### src/hw/rtl/cordic_pkg.sv
`timescale 1ns / 1ps
package cordic_pkg;

   localparam int ITERATIONS = 15;
   localparam int IN_W       = 16;
   localparam int ANGLE_W    = 16;
   localparam int DATA_W     = IN_W + 4;
   localparam int IDX_W      = 4;
   localparam int LATENCY    = ITERATIONS + 2;

   localparam logic [ANGLE_W-1:0] HALF_TURN = {1'b1, {(ANGLE_W-1){1'b0}}};

   typedef struct packed {
      logic signed [DATA_W-1:0]  x;
      logic signed [DATA_W-1:0]  y;
      logic signed [ANGLE_W-1:0] z;
      logic                      x_neg;
      logic                      y_neg;
      logic                      zero;
   } stage_type;

   function automatic logic signed [ANGLE_W-1:0] atan_unit(input logic [IDX_W-1:0] idx);
      logic signed [ANGLE_W-1:0] val;
      unique case (idx)
         4'd0:    val = 16'sd8192;
         4'd1:    val = 16'sd4836;
         4'd2:    val = 16'sd2555;
         4'd3:    val = 16'sd1297;
         4'd4:    val = 16'sd651;
         4'd5:    val = 16'sd326;
         4'd6:    val = 16'sd163;
         4'd7:    val = 16'sd81;
         4'd8:    val = 16'sd41;
         4'd9:    val = 16'sd20;
         4'd10:   val = 16'sd10;
         4'd11:   val = 16'sd5;
         4'd12:   val = 16'sd3;
         4'd13:   val = 16'sd1;
         4'd14:   val = 16'sd1;
         default: val = 16'sd0;
      endcase
      return val;
   endfunction

endpackage

### src/hw/rtl/cordic_atan2_vectoring_core.sv
`timescale 1ns / 1ps
// channel    ports                                  handshake
// request    start, busy, req_y_in, req_x_in        taken when start && !busy
// response   rsp_valid, rsp_angle_out               one-cycle strobe, no backpressure
//
// One request per cycle, sustained; busy stays low.
// Pipeline from the accepting edge to the result, in order:
// one input stage, one stage per CORDIC micro-rotation (15), one quadrant stage.
// Synchronous reset clears the valid bits; requests in flight are dropped.
// The receiver cannot stall, so the pipeline never holds.
module cordic_atan2_vectoring_core (
   input  logic                                 clock,
   input  logic                                 reset,
   input  logic                                 start,
   output logic                                 busy,
   input  logic signed [cordic_pkg::IN_W-1:0]    req_y_in,
   input  logic signed [cordic_pkg::IN_W-1:0]    req_x_in,
   output logic                                 rsp_valid,
   output logic signed [cordic_pkg::ANGLE_W-1:0] rsp_angle_out
);
   import cordic_pkg::*;

   stage_type                 stage_in [0:ITERATIONS];
   stage_type                 stage_ff [0:ITERATIONS];
   logic [ITERATIONS+1:0]     valid_in;
   logic [ITERATIONS+1:0]     valid_ff;
   logic signed [DATA_W-1:0]  y_ext;
   logic signed [DATA_W-1:0]  x_ext;
   logic [ANGLE_W-1:0]        z_last;
   logic [ANGLE_W-1:0]        angle_in;
   logic [ANGLE_W-1:0]        angle_ff;

   assign busy = 1'b0;

   always_comb begin
      y_ext = DATA_W'(req_y_in);
      x_ext = DATA_W'(req_x_in);
      stage_in[0].x_neg = req_x_in[IN_W-1];
      stage_in[0].y_neg = req_y_in[IN_W-1];
      stage_in[0].zero  = (req_x_in == '0) && (req_y_in == '0);
      stage_in[0].x     = req_x_in[IN_W-1] ? -x_ext : x_ext;
      stage_in[0].y     = req_y_in[IN_W-1] ? -y_ext : y_ext;
      stage_in[0].z     = '0;
   end

   for (genvar i = 0; i < ITERATIONS; i++) begin : g_iter
      always_comb begin
         stage_in[i+1] = stage_ff[i];
         if (!stage_ff[i].y[DATA_W-1]) begin
            stage_in[i+1].x = stage_ff[i].x + (stage_ff[i].y >>> i);
            stage_in[i+1].y = stage_ff[i].y - (stage_ff[i].x >>> i);
            stage_in[i+1].z = stage_ff[i].z + atan_unit(IDX_W'(i));
         end else begin
            stage_in[i+1].x = stage_ff[i].x - (stage_ff[i].y >>> i);
            stage_in[i+1].y = stage_ff[i].y + (stage_ff[i].x >>> i);
            stage_in[i+1].z = stage_ff[i].z - atan_unit(IDX_W'(i));
         end
      end
   end

   always_comb begin
      z_last = stage_ff[ITERATIONS].z;
      priority if (stage_ff[ITERATIONS].zero) begin
         angle_in = '0;
      end else if (stage_ff[ITERATIONS].x_neg && !stage_ff[ITERATIONS].y_neg) begin
         angle_in = HALF_TURN - z_last;
      end else if (stage_ff[ITERATIONS].x_neg) begin
         angle_in = z_last - HALF_TURN;
      end else if (stage_ff[ITERATIONS].y_neg) begin
         angle_in = -z_last;
      end else begin
         angle_in = z_last;
      end
   end

   assign valid_in = {valid_ff[ITERATIONS:0], start && !busy};

   always_ff @(posedge clock) begin
      if (reset) begin
         valid_ff <= '0;
      end else begin
         valid_ff <= valid_in;
      end
   end

   always_ff @(posedge clock) begin
      for (int k = 0; k <= ITERATIONS; k++) begin
         stage_ff[k] <= stage_in[k];
      end
      angle_ff <= angle_in;
   end

   assign rsp_valid     = valid_ff[ITERATIONS+1];
   assign rsp_angle_out = angle_ff;

endmodule

### config.mk
export PLATFORM = sky130hd
export DESIGN_NAME = cordic_atan2_vectoring_core
export DESIGN_NICKNAME = d
export VERILOG_FILES = /design/src/hw/rtl/cordic_pkg.sv /design/src/hw/rtl/cordic_atan2_vectoring_core.sv
export SDC_FILE = /design/constraint.sdc
export NUM_CORES = 2
export LEC_CHECK = 0
export BUFFER_PORTS_ARGS = -buffer_cell sky130_fd_sc_hd__buf_2
export CORE_MARGIN = 8
export CORE_UTILIZATION = 60
export DETAILED_ROUTE_END_ITERATION = 12
export GPL_TIMING_DRIVEN = 0
export PLACE_DENSITY = 0.84
export SLEW_MARGIN = 20
export SYNTH_ARGS = -nofsm -noshare
export SYNTH_HDL_FRONTEND = slang
export SYNTH_SLANG_ARGS = --single-unit
### constraint.sdc
create_clock -name clock -period 5.3 [get_ports clock]
set_clock_uncertainty 0.15 [all_clocks]
set_input_delay 1.06 -clock clock [delete_from_list [all_inputs] [get_ports clock]]
set_output_delay 1.06 -clock clock [all_outputs]
set_load 0.05 [all_outputs]
==> implementation parameters <==
Parameter                              Value

Detailed routing
  Routed Wire Length ... 134 mm
  Iteration-0 DRC count of the detailed router ... 3559
  Overall via count from detail_route ... 47621
  Post-detailed-route DRC marker count ... 0
  Post-DR vias/cell ... 5.95
  Routed WL per cell ... 16.7 microns
  Number of nets with antenna violations after routing ... 0
  Pre-antenna DRT Iters ... 6

STA
  Tcrit/Tclk final ... 94.4%
  Total setup violations reported at the end of the flow ... 0
  Worst max-slew margin expressed relative to the limit ... 27.2%
  Setup TNS Final ... 0 ns
  Min Clock Period, post-route ... 5.00 ns
  Final Slew Violations ... 0
  Fin Hold WS ... 0.163 ns
  Number of hold violations in the final report ... 0
  Slew at the pin closest to its max-slew limit ... 1.08 ns
  Unrepaired setup endpoints after global routing ... no
  Maximum achievable frequency ... 0.200 GHz

Placement
  Number of input and output port buffers inserted ... 50
  Standard cell area after detailed placement ... 58400 sq um
  Routability-driven placement congestion ratio ... 0.940
  HPWL after detailed placement ... 104 mm

Clock tree
  Num Clock Sinks ... 825
  Clock transition at the registers of the reported paths ... 0.06 ns
  Number of levels in the clock H-tree ... 3
  Later-pin clock latency in the skew report ... 0.67 ns
  CTS Root Cell ... clkbuf_16
  TritonCTS clock tree ... built
  Post-cts hold buffer count ... 0
  Clock buffers created by TritonCTS ... 88
  Maximum root-to-sink buffer count ... 3
  Post-CTS repair timing setup buffer count ... 0
  Quantity of gates resized following cts ... 0

Worst setup path
  Class of the most critical setup path ... reg -> reg
  CP arrival ... 5.43 ns
  Slowest stage cell, crit path ... dfxtp_1
  Kind of launch point of the worst setup path ... flip-flop
  Kind of end point of the critical path ... flip-flop
  Stage delay of the slowest cell on the critical path ... 0.79 ns
  Worst Path Required ... 5.73 ns
  Crit-path cells ... clkbuf_1, clkbuf_1, mux2i_1, fa_1, a21o_1, a21oi_1, o21bai_1, a211o_1, nand3_1, o311ai_0, or4_1, nand3_1
  Maximum net fanout on the critical path ... 12

Floorplanning
  Placeable Area ... 93300 sq um
  FP Rows ... 112
  Die width ... 323 microns
  Die Footprint ... 104000 sq um
  Height of the chip ... 323 microns
  Total I/O pin count ... 53
  Starting utilization of the core area ... 60.6%

Synth
  Distinct cell type count after synthesis ... 96
  Commonest cells in the netlist ... dfxtp_1 (825), ha_1 (755), nor2_1 (631), a21oi_1 (591), xnor2_1 (586)
  Average cell area after synthesis ... 8.66 sq um
  Top cells by area, synth ... dfxtp_1 (29%), ha_1 (17%), xnor2_1 (9.1%), a21oi_1 (5.2%), xor2_1 (4.5%)
  Sequential-to-total area share from yosys stat ... 29.2%
  Instance count of the mapped netlist ... 6533
  Warning count from the yosys run ... 0
  Mapped Area ... 56600 sq um
  Number of flops mapped to enable cells by yosys ... 0
  Fraction of post-synthesis cell area in the top cell type by area ... 29.2%
  Cell type contributing the most total cell area after synthesis ... dfxtp_1
  Yosys reg bits ... 825
  Share of async-settable or async-resettable flops after synthesis ... 0%
  Main synth FF type ... dfxtp_1
  Cell with the most instances after synthesis ... dfxtp_1

GRT
  Total GRT Usage ... 24.7%
  Initial antenna violation count ... 0
  Maximum number of pins on one net before global-route repair ... 18
  Vias in the first global route ... 45898
  First-pass GRT wire length ... 220 mm
  Total overflow reported by the global router ... 0

Final layout
  Post-route standard cell area excluding fillers ... 61600 sq um
  Layout-stage area growth over the synthesis result ... 8.87%
  Proportion of layout cells with a drive suffix above 1 ... 4.65%
  Number of antenna cells inserted ... 0
  Post-layout nets ... 7508
  Utilization after layout ... 66.0%

Status
  Status ... finished, final reports clean

Min path
  Type of the tightest min-delay check ... reg -> reg

Run
  Number of violations of the max-capacitance limit ... 0
[per-layer routing]
| layer | vias to the layer above | GRT usage (%) | part of all wire, % |
|---|---|---|---|
| met1 | 22271 | 29.9 | 42 |
| met3 | 356 | 3.16 | 5.2 |
| met5 | - | 0 | 0 |
| li1 | 23601 | - | - |
| met2 | 1393 | 44.0 | 48 |
| met4 | 0 | 10.7 | 4.2 |
[cell families (layout without fill, tap and decap cells)]
| logic type | count (synthesis) | after routing | synth area share, % |
|---|---|---|---|
| xor+xnor | 878 | 878 | 13.6 |
| buf+inv | 478 | 687 | 3.21 |
| mux | 54 | 54 | 1.00 |
| other cells | 1 | 10 | 0.00663 |
| flops | 825 | 825 | 29.2 |
| compound gates | 1713 | 1713 | 19.4 |
| fa+ha+maj | 791 | 791 | 18.0 |
| simple gates | 1793 | 1793 | 15.6 |
[cells in the final DEF (no fill, tap or decap), types with 25 or more instances in the layout]
master	synthesis	routed
nand4_1	50	50
o21bai_1	83	83
nand2_1	288	288
clkbuf_1	76	85
clkbuf_16	0	90
o21a_1	114	114
xnor2_1	586	586
a21oi_1	591	591
a211oi_1	64	64
a21o_1	201	201
inv_1	376	376
buf_2	4	54
mux2i_1	33	33
and3_1	82	82
o211ai_1	31	31
nor3_1	205	205
nand3_1	95	95
or2_2	25	25
dfxtp_1	825	825
nor4_1	58	57
ha_1	755	755
nor2_1	631	631
o31ai_1	28	28
xor2_1	291	291
a31oi_1	76	76
fa_1	36	36
nor2b_1	114	114
or3_1	40	40
nand2b_1	58	58
or4_1	26	26
and2_1	28	28
o21ai_0	269	269
[registers in the layout (all words and copies together) (netlist names)]
name           count
rsp_angle_out     15
stage_ff         793
valid_ff          17
[per-stage QoR]
stage | std cells | setup WS, ns
global placement | 7846 | 0.507
global route | 8005 | 0.0831
CTS | 8005 | 0.409
finish | 8005 | 0.296
floorplan | 6542 | 1.64
detailed placement | 7846 | 0.450
[path summary, 6_finish.rpt]
kind                            start                 endpoint  cells past startpoint  slack (ns)
max          stage_ff[0][215]$_DFF_P_  stage_ff[1][55]$_DFF_P_                     12        0.30
max reg2reg  stage_ff[0][215]$_DFF_P_  stage_ff[1][55]$_DFF_P_                     12        0.30
min            stage_ff[1][2]$_DFF_P_  stage_ff[1][61]$_DFF_P_                      0        0.16
min reg2reg    stage_ff[1][2]$_DFF_P_  stage_ff[1][61]$_DFF_P_                      0        0.16
[critical path: cells and delay by family, from the launching register on]
kind / cells / cell delay [ns]
multiplexers: 1 / 0.27
buffers and inverters: 2 / 1.32
flip-flops: 1 / 0.79
AO/OA/AOI/OAI: 5 / 1.18
AND/OR/NAND/NOR: 3 / 0.71
adder cells (fa/ha/maj): 1 / 0.49
[area by class of cell]
type                            count  area (sq um)
Buffer                             99           392
Clock buffer                      114          2490
Clock inverter                     45           667
Fill cell                        7473         31700
Inverter                          379          1420
Multi-Input combinational cell   5239         38300
Sequential cell                   825         16500
Tap cell                         1254          1570
Timing Repair Buffer               50           250
Power is left out: the tool's default activity adds up to more than one toggle a clock period on the data nets, which glitch-free logic cannot reach.
